[src/design/mtn_pkg.sv]
// Package for the markup text normaliser: character constants, the command
// that travels from the classifying front end to the output sequencer, and helpers.
// No dependencies.
package mtn_pkg;

	localparam int NAME_MAX = 4;
	localparam int LEN_W    = $clog2(NAME_MAX + 1);
	localparam int IDX_W    = $clog2(NAME_MAX);
	// Longest command: '&', the name, and two tail bytes.
	localparam int POS_W    = $clog2(NAME_MAX + 4);
	localparam int Q_DEPTH  = 2;
	localparam int QP_W     = $clog2(Q_DEPTH);
	localparam int QC_W     = $clog2(Q_DEPTH + 1);

	localparam logic [7:0] CH_NUL  = 8'h00;
	localparam logic [7:0] CH_TAB  = 8'h09;
	localparam logic [7:0] CH_LF   = 8'h0A;
	localparam logic [7:0] CH_CR   = 8'h0D;
	localparam logic [7:0] CH_SP   = 8'h20;
	localparam logic [7:0] CH_AMP  = 8'h26;
	localparam logic [7:0] CH_SEMI = 8'h3B;
	localparam logic [7:0] CH_LT   = 8'h3C;
	localparam logic [7:0] CH_GT   = 8'h3E;
	localparam logic [7:0] CH_A    = 8'h61;
	localparam logic [7:0] CH_M    = 8'h6D;
	localparam logic [7:0] CH_P    = 8'h70;
	localparam logic [7:0] CH_L    = 8'h6C;
	localparam logic [7:0] CH_G    = 8'h67;
	localparam logic [7:0] CH_T    = 8'h74;

	typedef struct packed {
		logic [7:0] ch;
		logic       end_mark;
	} tail_t;

	// One command: an optional raw flush of '&' and the held name, then up to
	// two tail bytes.
	typedef struct packed {
		logic                      flush;
		logic [LEN_W-1:0]          len;
		logic [NAME_MAX-1:0][7:0]  name;
		logic [1:0]                ntail;
		tail_t [1:0]               tail;
	} cmd_t;

	typedef struct packed {
		logic full;
		logic empty;
	} q_stat_t;

	function automatic logic is_space(input logic [7:0] c);
		return (c == CH_SP) || (c == CH_TAB) || (c == CH_CR) || (c == CH_LF);
	endfunction

	function automatic logic [7:0] fold(input logic [7:0] c);
		if (c >= 8'h41 && c <= 8'h5A) begin
			return c + 8'h20;
		end
		return c;
	endfunction

	// Replacement for the held name, or NUL when it names nothing.
	function automatic logic [7:0] lookup_ref(input logic [NAME_MAX-1:0][7:0] nm,
	                                          input logic [LEN_W-1:0] n);
		logic [7:0] r;
		r = CH_NUL;
		if (n == LEN_W'(3) && fold(nm[0]) == CH_A && fold(nm[1]) == CH_M &&
		    fold(nm[2]) == CH_P) begin
			r = CH_AMP;
		end else if (n == LEN_W'(2) && fold(nm[1]) == CH_T) begin
			if (fold(nm[0]) == CH_L) begin
				r = CH_LT;
			end else if (fold(nm[0]) == CH_G) begin
				r = CH_GT;
			end
		end
		return r;
	endfunction

endpackage

[src/design/mtn_in_if.sv]
// Input channel of the markup text normaliser: one text byte or an end of stream.
// Standalone; no package needed.
interface mtn_in_if;
	logic       valid;
	logic       ready;
	logic [7:0] in_byte;
	logic       end_of_stream;

	modport source (output valid, output in_byte, output end_of_stream, input ready);
	modport sink   (input valid, input in_byte, input end_of_stream, output ready);
endinterface

[src/design/mtn_out_if.sv]
// Result channel of the markup text normaliser: one output byte or end marker.
// Standalone; no package needed.
interface mtn_out_if;
	logic       valid;
	logic       ready;
	logic [7:0] out_byte;
	logic       text_end;
	logic       last;

	modport source (output valid, output out_byte, output text_end, output last,
	                input ready);
	modport sink   (input valid, input out_byte, input text_end, input last,
	                output ready);
endinterface

[src/design/mtn_cfg_if.sv]
// Configuration write channel of the markup text normaliser.
// Standalone; no package needed.
interface mtn_cfg_if;
	logic valid;
	logic ready;
	logic collapse_whitespace;

	modport source (output valid, output collapse_whitespace, input ready);
	modport sink   (input valid, input collapse_whitespace, output ready);
endinterface

[src/design/mtn_front.sv]
// Front end: takes input bytes, tracks whitespace and reference state, and
// turns each byte into at most one command. Depends on mtn_pkg and the interfaces.
module mtn_front (
	input  logic             clk,
	input  logic             arst_n,
	mtn_in_if.sink           in_ch,
	mtn_cfg_if.sink          cfg_ch,
	input  mtn_pkg::q_stat_t q_stat,
	output logic             push,
	output mtn_pkg::cmd_t    push_cmd
);
	import mtn_pkg::*;

	logic                     collapse_q;
	logic                     pws_q, pws_d;
	logic                     in_ref_q, in_ref_d;
	logic [LEN_W-1:0]         len_q, len_d;
	logic [NAME_MAX-1:0][7:0] name_q;
	logic                     store_en;
	logic                     need_push;
	logic                     accept;
	logic                     sp;
	logic                     first;
	logic [7:0]               rep;
	logic [7:0]               plain;
	cmd_t                     cmd;

	assign in_ch.ready  = !q_stat.full;
	assign cfg_ch.ready = 1'b1;
	assign accept       = in_ch.valid && in_ch.ready;
	assign sp           = is_space(in_ch.in_byte);
	assign rep          = lookup_ref(name_q, len_q);
	assign plain        = collapse_q ? CH_SP : in_ch.in_byte;

	always_comb begin
		cmd       = '0;
		cmd.len   = len_q;
		cmd.name  = name_q;
		need_push = 1'b0;
		store_en  = 1'b0;
		first     = 1'b0;
		pws_d     = pws_q;
		in_ref_d  = in_ref_q;
		len_d     = len_q;
		if (in_ch.end_of_stream || in_ch.in_byte == CH_LT) begin
			cmd.flush   = in_ref_q;
			cmd.tail[0] = '{ch: CH_NUL, end_mark: 1'b1};
			cmd.ntail   = 2'd1;
			need_push   = 1'b1;
			in_ref_d    = 1'b0;
			len_d       = '0;
			pws_d       = 1'b0;
		end else if (!in_ref_q) begin
			if (in_ch.in_byte == CH_AMP) begin
				in_ref_d = 1'b1;
				len_d    = '0;
				pws_d    = 1'b0;
			end else if (sp && collapse_q) begin
				if (!pws_q) begin
					cmd.tail[0] = '{ch: CH_SP, end_mark: 1'b0};
					cmd.ntail   = 2'd1;
					need_push   = 1'b1;
				end
				pws_d = 1'b1;
			end else begin
				cmd.tail[0] = '{ch: in_ch.in_byte, end_mark: 1'b0};
				cmd.ntail   = 2'd1;
				need_push   = 1'b1;
				pws_d       = 1'b0;
			end
		end else if (in_ch.in_byte == CH_SEMI || sp) begin
			// Ends a reference: replacement or flush, then terminator; a replacement eats ';'.
			cmd.flush = (rep == CH_NUL);
			need_push = 1'b1;
			in_ref_d  = 1'b0;
			len_d     = '0;
			pws_d     = 1'b0;
			if (rep != CH_NUL) begin
				cmd.tail[0] = '{ch: rep, end_mark: 1'b0};
				first       = 1'b1;
			end else if (in_ch.in_byte == CH_SEMI) begin
				cmd.tail[0] = '{ch: CH_SEMI, end_mark: 1'b0};
				first       = 1'b1;
			end
			if (sp) begin
				if (first) begin
					cmd.tail[1] = '{ch: plain, end_mark: 1'b0};
				end else begin
					cmd.tail[0] = '{ch: plain, end_mark: 1'b0};
				end
				pws_d = collapse_q;
			end
			cmd.ntail = {1'b0, first} + {1'b0, sp};
		end else if (in_ch.in_byte == CH_AMP) begin
			cmd.flush = 1'b1;
			need_push = 1'b1;
			len_d     = '0;
			pws_d     = 1'b0;
		end else if (len_q < LEN_W'(NAME_MAX)) begin
			store_en = 1'b1;
			len_d    = len_q + LEN_W'(1);
		end else begin
			cmd.flush   = 1'b1;
			cmd.tail[0] = '{ch: in_ch.in_byte, end_mark: 1'b0};
			cmd.ntail   = 2'd1;
			need_push   = 1'b1;
			in_ref_d    = 1'b0;
			len_d       = '0;
			pws_d       = 1'b0;
		end
	end

	assign push     = accept && need_push;
	assign push_cmd = cmd;

	always_ff @(posedge clk or negedge arst_n) begin
		if (!arst_n) begin
			collapse_q <= 1'b1;
			pws_q      <= 1'b0;
			in_ref_q   <= 1'b0;
			len_q      <= '0;
		end else begin
			if (cfg_ch.valid) begin
				collapse_q <= cfg_ch.collapse_whitespace;
			end
			if (accept) begin
				pws_q    <= pws_d;
				in_ref_q <= in_ref_d;
				len_q    <= len_d;
			end
		end
	end

	always_ff @(posedge clk) begin
		if (accept && store_en) begin
			name_q[len_q[IDX_W-1:0]] <= in_ch.in_byte;
		end
	end

endmodule

[src/design/mtn_cmd_fifo.sv]
// Short command queue between the front end and the output sequencer.
// Depends on mtn_pkg.
module mtn_cmd_fifo (
	input  logic             clk,
	input  logic             arst_n,
	input  logic             push,
	input  mtn_pkg::cmd_t    push_cmd,
	input  logic             pop,
	output mtn_pkg::cmd_t    pop_cmd,
	output mtn_pkg::q_stat_t q_stat
);
	import mtn_pkg::*;

	cmd_t            entry_q [Q_DEPTH];
	logic [QP_W-1:0] wr_q;
	logic [QP_W-1:0] rd_q;
	logic [QC_W-1:0] cnt_q;

	assign q_stat.full  = (cnt_q == QC_W'(Q_DEPTH));
	assign q_stat.empty = (cnt_q == '0);
	assign pop_cmd      = entry_q[rd_q];

	always_ff @(posedge clk or negedge arst_n) begin
		if (!arst_n) begin
			wr_q  <= '0;
			rd_q  <= '0;
			cnt_q <= '0;
		end else begin
			if (push) begin
				wr_q <= (wr_q == QP_W'(Q_DEPTH - 1)) ? '0 : wr_q + QP_W'(1);
			end
			if (pop) begin
				rd_q <= (rd_q == QP_W'(Q_DEPTH - 1)) ? '0 : rd_q + QP_W'(1);
			end
			if (push && !pop) begin
				cnt_q <= cnt_q + QC_W'(1);
			end else if (pop && !push) begin
				cnt_q <= cnt_q - QC_W'(1);
			end
		end
	end

	always_ff @(posedge clk) begin
		if (push) begin
			entry_q[wr_q] <= push_cmd;
		end
	end

endmodule

[src/design/mtn_back.sv]
// Output sequencer: holds one command and gives out its results one per cycle
// while out_ch is ready. Depends on mtn_pkg and mtn_out_if.
module mtn_back (
	input  logic             clk,
	input  logic             arst_n,
	input  mtn_pkg::q_stat_t q_stat,
	input  mtn_pkg::cmd_t    pop_cmd,
	output logic             pop,
	mtn_out_if.source        out_ch
);
	import mtn_pkg::*;

	logic             busy_q;
	cmd_t             cmd_q;
	logic [POS_W-1:0] pos_q;
	logic [POS_W-1:0] nflush;
	logic [POS_W-1:0] total;
	logic [POS_W-1:0] rel;
	logic [POS_W-1:0] name_pos;
	logic             is_last;
	logic             fire;

	assign nflush   = cmd_q.flush ? POS_W'(cmd_q.len) + POS_W'(1) : '0;
	assign total    = nflush + POS_W'(cmd_q.ntail);
	assign is_last  = (pos_q == total - POS_W'(1));
	assign rel      = pos_q - nflush;
	assign name_pos = pos_q - POS_W'(1);
	assign fire     = out_ch.valid && out_ch.ready;
	assign pop      = !q_stat.empty && (!busy_q || (fire && is_last));

	always_comb begin
		out_ch.valid    = busy_q;
		out_ch.last     = is_last;
		out_ch.text_end = 1'b0;
		if (pos_q < nflush) begin
			out_ch.out_byte = (pos_q == '0) ? CH_AMP : cmd_q.name[name_pos[IDX_W-1:0]];
		end else begin
			out_ch.out_byte = cmd_q.tail[rel[0]].ch;
			out_ch.text_end = cmd_q.tail[rel[0]].end_mark;
		end
	end

	always_ff @(posedge clk or negedge arst_n) begin
		if (!arst_n) begin
			busy_q <= 1'b0;
			pos_q  <= '0;
		end else begin
			if (pop) begin
				busy_q <= 1'b1;
				pos_q  <= '0;
			end else if (fire && is_last) begin
				busy_q <= 1'b0;
			end else if (fire) begin
				pos_q <= pos_q + POS_W'(1);
			end
		end
	end

	always_ff @(posedge clk) begin
		if (pop) begin
			cmd_q <= pop_cmd;
		end
	end

endmodule

[src/design/markup_text_normalizer_core.sv]
// Markup text normaliser: collapses whitespace runs and decodes &amp; &lt; &gt;.
// in_ch takes one text byte (or an end of stream) per transaction; out_ch gives
// the resulting bytes, an end marker (text_end) after '<' or end of stream, and
// last on the final result that an input byte causes. Some bytes cause none.
// cfg_ch writes collapse_whitespace; it is always ready and resets to 1.
// The front end classifies each byte in the cycle it is accepted and queues at
// most one command in a two-entry queue; the back end turns a command into its
// results at one per cycle while out_ch is ready. The first result of a byte is
// offered after its command passes the queue entry and the back end's cmd_q.
// Throughput: one byte per cycle when each byte gives one result and out_ch is
// ready; a byte that flushes a held reference gives 1 to NAME_MAX + 2 results,
// sent one by one, and the front end stalls once the queue is full.
// When the receiver stalls, the current result holds and the queue fills, after
// which in_ch.ready falls. Reset clears the reference and whitespace state and
// empties the queue; the held name bytes are not cleared.
// Depends on mtn_pkg, the three channel interfaces and the submodules.
module markup_text_normalizer_core (
	input  logic       clk,
	input  logic       arst_n,
	mtn_in_if.sink     in_ch,
	mtn_cfg_if.sink    cfg_ch,
	mtn_out_if.source  out_ch
);
	import mtn_pkg::*;

	q_stat_t q_stat;
	logic    push;
	logic    pop;
	cmd_t    push_cmd;
	cmd_t    pop_cmd;

	mtn_front u_front (
		.clk      (clk),
		.arst_n   (arst_n),
		.in_ch    (in_ch),
		.cfg_ch   (cfg_ch),
		.q_stat   (q_stat),
		.push     (push),
		.push_cmd (push_cmd)
	);

	mtn_cmd_fifo u_fifo (
		.clk      (clk),
		.arst_n   (arst_n),
		.push     (push),
		.push_cmd (push_cmd),
		.pop      (pop),
		.pop_cmd  (pop_cmd),
		.q_stat   (q_stat)
	);

	mtn_back u_back (
		.clk     (clk),
		.arst_n  (arst_n),
		.q_stat  (q_stat),
		.pop_cmd (pop_cmd),
		.pop     (pop),
		.out_ch  (out_ch)
	);

`ifndef SYNTH
	// An end marker is always the final result of its input and carries no byte.
	a_end_is_last: assert property (@(posedge clk) disable iff (!arst_n)
		out_ch.valid && out_ch.text_end |-> out_ch.last && out_ch.out_byte == CH_NUL)
		else $error("end marker not last or carries a byte");

	// A queued command means the sequencer presents a result from the next cycle.
	a_queue_drains: assert property (@(posedge clk) disable iff (!arst_n)
		!q_stat.empty |=> out_ch.valid)
		else $error("queue holds a command while the output is idle");

	// The queue never takes a command while full.
	a_no_overflow: assert property (@(posedge clk) disable iff (!arst_n)
		q_stat.full && !pop |=> !$rose(q_stat.empty) && $past(!push))
		else $error("command pushed into a full queue");
`endif

endmodule
[src/flat_wrapper.sv]
// flat-port wrapper written by rule: the top's interface ports become plain ports
module markup_text_normalizer_core_flat import mtn_pkg::*;
  (clk, arst_n, in_ch_valid, in_ch_in_byte, in_ch_end_of_stream, in_ch_ready, cfg_ch_valid, cfg_ch_collapse_whitespace, cfg_ch_ready, out_ch_valid, out_ch_out_byte, out_ch_text_end, out_ch_last, out_ch_ready);
  mtn_in_if in_ch_i ();
  mtn_cfg_if cfg_ch_i ();
  mtn_out_if out_ch_i ();
  input  logic clk;
  input  logic arst_n;
  input wire logic [$bits(in_ch_i.valid)-1:0] in_ch_valid;
  input wire logic [$bits(in_ch_i.in_byte)-1:0] in_ch_in_byte;
  input wire logic [$bits(in_ch_i.end_of_stream)-1:0] in_ch_end_of_stream;
  output wire logic [$bits(in_ch_i.ready)-1:0] in_ch_ready;
  input wire logic [$bits(cfg_ch_i.valid)-1:0] cfg_ch_valid;
  input wire logic [$bits(cfg_ch_i.collapse_whitespace)-1:0] cfg_ch_collapse_whitespace;
  output wire logic [$bits(cfg_ch_i.ready)-1:0] cfg_ch_ready;
  output wire logic [$bits(out_ch_i.valid)-1:0] out_ch_valid;
  output wire logic [$bits(out_ch_i.out_byte)-1:0] out_ch_out_byte;
  output wire logic [$bits(out_ch_i.text_end)-1:0] out_ch_text_end;
  output wire logic [$bits(out_ch_i.last)-1:0] out_ch_last;
  input wire logic [$bits(out_ch_i.ready)-1:0] out_ch_ready;
  assign in_ch_i.valid = in_ch_valid;
  assign in_ch_i.in_byte = in_ch_in_byte;
  assign in_ch_i.end_of_stream = in_ch_end_of_stream;
  assign in_ch_ready = in_ch_i.ready;
  assign cfg_ch_i.valid = cfg_ch_valid;
  assign cfg_ch_i.collapse_whitespace = cfg_ch_collapse_whitespace;
  assign cfg_ch_ready = cfg_ch_i.ready;
  assign out_ch_valid = out_ch_i.valid;
  assign out_ch_out_byte = out_ch_i.out_byte;
  assign out_ch_text_end = out_ch_i.text_end;
  assign out_ch_last = out_ch_i.last;
  assign out_ch_i.ready = out_ch_ready;
  markup_text_normalizer_core u_core (.clk(clk), .arst_n(arst_n), .in_ch(in_ch_i), .cfg_ch(cfg_ch_i), .out_ch(out_ch_i));
endmodule
[config.mk]
export PLATFORM = sky130hd
export DESIGN_NAME = markup_text_normalizer_core_flat
export DESIGN_NICKNAME = d
export VERILOG_FILES = /design/src/design/mtn_pkg.sv /design/src/design/mtn_in_if.sv /design/src/design/mtn_out_if.sv /design/src/design/mtn_cfg_if.sv /design/src/design/mtn_front.sv /design/src/design/mtn_cmd_fifo.sv /design/src/design/mtn_back.sv /design/src/design/markup_text_normalizer_core.sv /design/src/flat_wrapper.sv
export SDC_FILE = /design/constraint.sdc
export NUM_CORES = 1
export LEC_CHECK = 0
export BUFFER_PORTS_ARGS = -buffer_cell sky130_fd_sc_hd__buf_2
export CAP_MARGIN = 10
export CORE_UTILIZATION = 50
export DETAILED_ROUTE_END_ITERATION = 10
export GPL_ROUTABILITY_DRIVEN = 0
export PLACE_DENSITY = 0.74
export SLEW_MARGIN = 20
export SYNTH_ARGS = -nofsm -noshare
export SYNTH_HDL_FRONTEND = slang
export SYNTH_SLANG_ARGS = --single-unit
export TNS_END_PERCENT = 10
[constraint.sdc]
create_clock -name clk -period 8.7 [get_ports clk]
set_input_delay 0.435 -clock clk [delete_from_list [all_inputs] [get_ports clk]]
set_output_delay 0.435 -clock clk [all_outputs]
set_load 0.02 [all_outputs]
==> impl_metrics.env <==
export IMPL_p_seq_share_pct=45.6
export IMPL_routed_via_density=5.76
export IMPL_worstSetupStartpointType="register"
export IMPL_initial_utilization_pct=51.5
export IMPL_drv_cap=0
export IMPL_ys_flop_type="edfxtp_1"
export IMPL_fill_cells=1301
export IMPL_synthDominantCellAreaShare_pct=66.1
export IMPL_drcViolationCount=0
export IMPL_grt_use_total_pct=18.8
export IMPL_crit_family="compound AO/OA/AOI/OAI gates"
export IMPL_cp_end_kind="output pin"
export IMPL_hpwlAfterDp_um=10900
export IMPL_finClkSkew_ns=0.00929
export IMPL_path_clk_slew_ns=0.06
export IMPL_io_buffer_count=26
export IMPL_synth_seq_area_share_pct=70.1
export IMPL_crit_top_cell="inv_1"
export IMPL_layout_drive_gt1_share_pct=25.3
export IMPL_clockBufferDepth=3
export IMPL_die_h_um=136
export IMPL_ff2ff_path_depth=10
export IMPL_required_ns=8.27
export IMPL_wl_met1_um=7550
export IMPL_first_pass_iters=5
export IMPL_syn_to_final_growth_pct=11.3
export IMPL_place_inst=783
export IMPL_synth_top_cell_by_area="edfxtp_1"
export IMPL_power_share_switching_pct=31.4
export IMPL_min_from="cfg_ch_valid"
export IMPL_reg2reg_from="u_core.u_back.cmd_q[52]$_DFFE_PP_"
export IMPL_grt_max_degree=57
export IMPL_die_w_um=136
export IMPL_synth_most_common_cell="edfxtp_1"
export IMPL_path_cells="inv_1, ha_1, inv_1, a21o_1, a21oi_1, o21ai_1, o22ai_1, buf_2"
export IMPL_ios=28
export IMPL_finalHoldViolCount=0
export IMPL_synthTopCellsByCount="edfxtp_1, mux2_2, inv_1, nand2_1, ha_1"
export IMPL_rrSetupSlack_ns=5.29
export IMPL_wirelength_um=16600
export IMPL_clock_sinks=211
export IMPL_overflow=0
export IMPL_pwr_density_cell_mw_per_mm2=338
export IMPL_postRouteAntennaNets=0
export IMPL_crit_slowest_cell="dfrtp_1"
export IMPL_crit_buf_inv=3
export IMPL_ys_warn_count=0
export IMPL_hold_class="in -> reg"
export IMPL_ctsHtreeMaxLevel=1
export IMPL_core_area_mm2=0.0174
export IMPL_clockPowerShare_pct=23.5
export IMPL_whs_endpoint="u_core.u_front.collapse_q$_DFFE_PN1P_"
export IMPL_synthArstFlopShare_pct=6.64
export IMPL_dr_max_layer_used="met4"
export IMPL_crit_path_max_incr_delay_ns=0.64
export IMPL_p_int_mw=2.31
export IMPL_holdPathStages=2
export IMPL_max_slew_worst_pin_slew_ns=0.783
export IMPL_fp_row_count=48
export IMPL_route_met2_wl_um=7760
export IMPL_critical_path_class="reg -> out"
export IMPL_rsz0062_at_grt="false"
export IMPL_drtIter0Drc=593
export IMPL_regToRegEndpoint="u_core.u_back.cmd_q[42]$_DFFE_PP_"
export IMPL_timing_fmax_ghz=0.266
export IMPL_grt_pass1_vias=4542
export IMPL_n_antenna_cell=0
export IMPL_cp_max_fo=12
export IMPL_synth_edf_count=197
export IMPL_wl_met3_um=854
export IMPL_period_share_pct=43.3
export IMPL_slew_limit_headroom_pct=47.8
export IMPL_clk_latency_ns=0.49
export IMPL_p_sw_mw=1.06
export IMPL_p_leak_nw=3.49
export IMPL_antenna_found_initial=0
export IMPL_setup_viol=0
export IMPL_vias=4733
export IMPL_peakVddDrop_mv=0.311
export IMPL_status="finished, final reports clean"
export IMPL_netlist_instances=538
export IMPL_tns_ns=0
export IMPL_die_area_mm2=0.0184
export IMPL_wl_per_cell_um=20.3
export IMPL_cp_arrival_ns=3.33
export IMPL_yosysUniqueCellTypes=84
export IMPL_layout_nets=615
export IMPL_slew_viol_final=0
export IMPL_critical_path_startpoint="u_core.u_back.pos_q[0]$_DFFE_PN0P_"
export IMPL_ys_ff_latch=211
export IMPL_period_needed_ns=3.77
export IMPL_clock_root_buffer="clkbuf_16"
export IMPL_instances_no_fill=821
export IMPL_cts_tree="built"
export IMPL_p_comb_share_pct=30.9
export IMPL_grt_pass1_wl_um=25800
export IMPL_syn_area_per_cell_um2=16.6
export IMPL_cts_buffers=21
export IMPL_synth_area_leaders="edfxtp_1, mux2_2, dfrtp_1"
export IMPL_syn_area_mm2=0.00894
[metal layers]
metal  track usage (%)  vias to the layer above
li1                  -                     2206
met1              27.7                     2330
met2              28.8                      159
met3              2.17                       38
met4              7.18                        0
met5                 0                        -
[area by class of cell]
class	instances	area, µm²	share of cell area (%)
multi-input combinational	283	2510	25.3
sequential	211	6270	63.0
tap	225	282	2.83
clock inverter	11	48.8	0.490
timing repair buffer	31	170	1.71
inverter	34	128	1.28
clock buffer	26	544	5.47
[per-stage QoR]
step	util, %	hold WS, ns	instance area, µm²	power (mW)	setup slack, ns
finish	57.4	0.109	9950	3.36	4.93
global route	57.4	0.120	9950	3.53	4.65
CTS	57.4	0.101	9950	3.40	4.91
detailed placement	53.9	0.367	9350	2.60	5.28
global placement	53.9	0.356	9350	2.57	5.38
floorplan	-	0.139	8960	2.29	4.30
[what timing repair did]
item,in CTS,in global routing
hold buffers,1,0
endpoints found under the hold margin,13,0
buffers inserted,0,0
resized for setup,0,0
[cell usage in the layout, fill, tap and decap left out, types with 4 or more instances in the layout]
master     count
mux2_2        60
nor3b_1        4
edfxtp_1     197
buf_4          4
nor2_1        14
clkbuf_16     21
clkbuf_1       5
dfrtp_1       12
conb_1         7
clkinv_1       5
nand3_1        6
a21oi_1       10
clkinv_2       6
nand2_1       19
and2_1         6
a31oi_1        8
o21ai_0       12
xor2_1         5
ha_1          18
buf_2         26
mux2i_1        5
nor4_1         5
o22ai_1        6
o211ai_1       4
inv_1         33
mux4_2         8
[registers in the layout (all words and copies together) (netlist names)]
register and count:
u_core.u_front.in_ref_q 1, u_core.u_fifo.entry_q 110, u_core.u_fifo.cnt_q 2, u_core.u_front.len_q 3
u_core.u_back.cmd_q 55, u_core.u_front.collapse_q 1, u_core.u_back.pos_q 3, u_core.u_back.out_ch.valid 1
u_core.u_front.push_cmd 32, u_core.u_front.pws_q 1, u_core.u_fifo.wr_q 1, u_core.u_fifo.rd_q 1
[worst reg2reg max path, delay by kind of cell (launching register included)]
kind,cells,cell delay [ns]
adder cells (fa/ha/maj),3,0.74
buffers and inverters,2,0.61
AND/OR/NAND/NOR,3,0.68
flip-flops,1,0.39
AO/OA/AOI/OAI,1,0.38
XOR/XNOR,1,0.22
[power groups by stage]
stage	combinational (mW)	clock (mW)	sequential, mW
CTS	1.06	0.806	1.54
floorplan	0.769	0	1.52
global placement	1.03	0	1.54
finish	1.04	0.791	1.53
global route	1.13	0.841	1.56
detailed placement	1.05	0	1.55
[worst max path at each step]
stage                                                        to  cells after the start  slack, ns
after floorplan           u_core.u_fifo.entry_q[0][0]$_DFFE_PP_                      5       4.30
after global placement        u_core.u_back.cmd_q[43]$_DFFE_PP_                     10       5.38
after detailed placement      u_core.u_back.cmd_q[27]$_DFFE_PP_                     10       5.28
after CTS                                    out_ch_out_byte[4]                      8       4.91
after global routing                         out_ch_out_byte[4]                      8       4.65
final                                        out_ch_out_byte[4]                      8       4.93
[cell families after synthesis]
kind of cell,synth area share (%)
adders and majority gates,2.52
xor gates and xnor gates,1.04
DFF,70.1
AOI/OAI and AO/OA,7.39
muxes,10.1
buffers and inverters,2.22
and+or+nand+nor,6.56
other,0.0840
No activity file was read; power rests on OpenSTA's default activity.
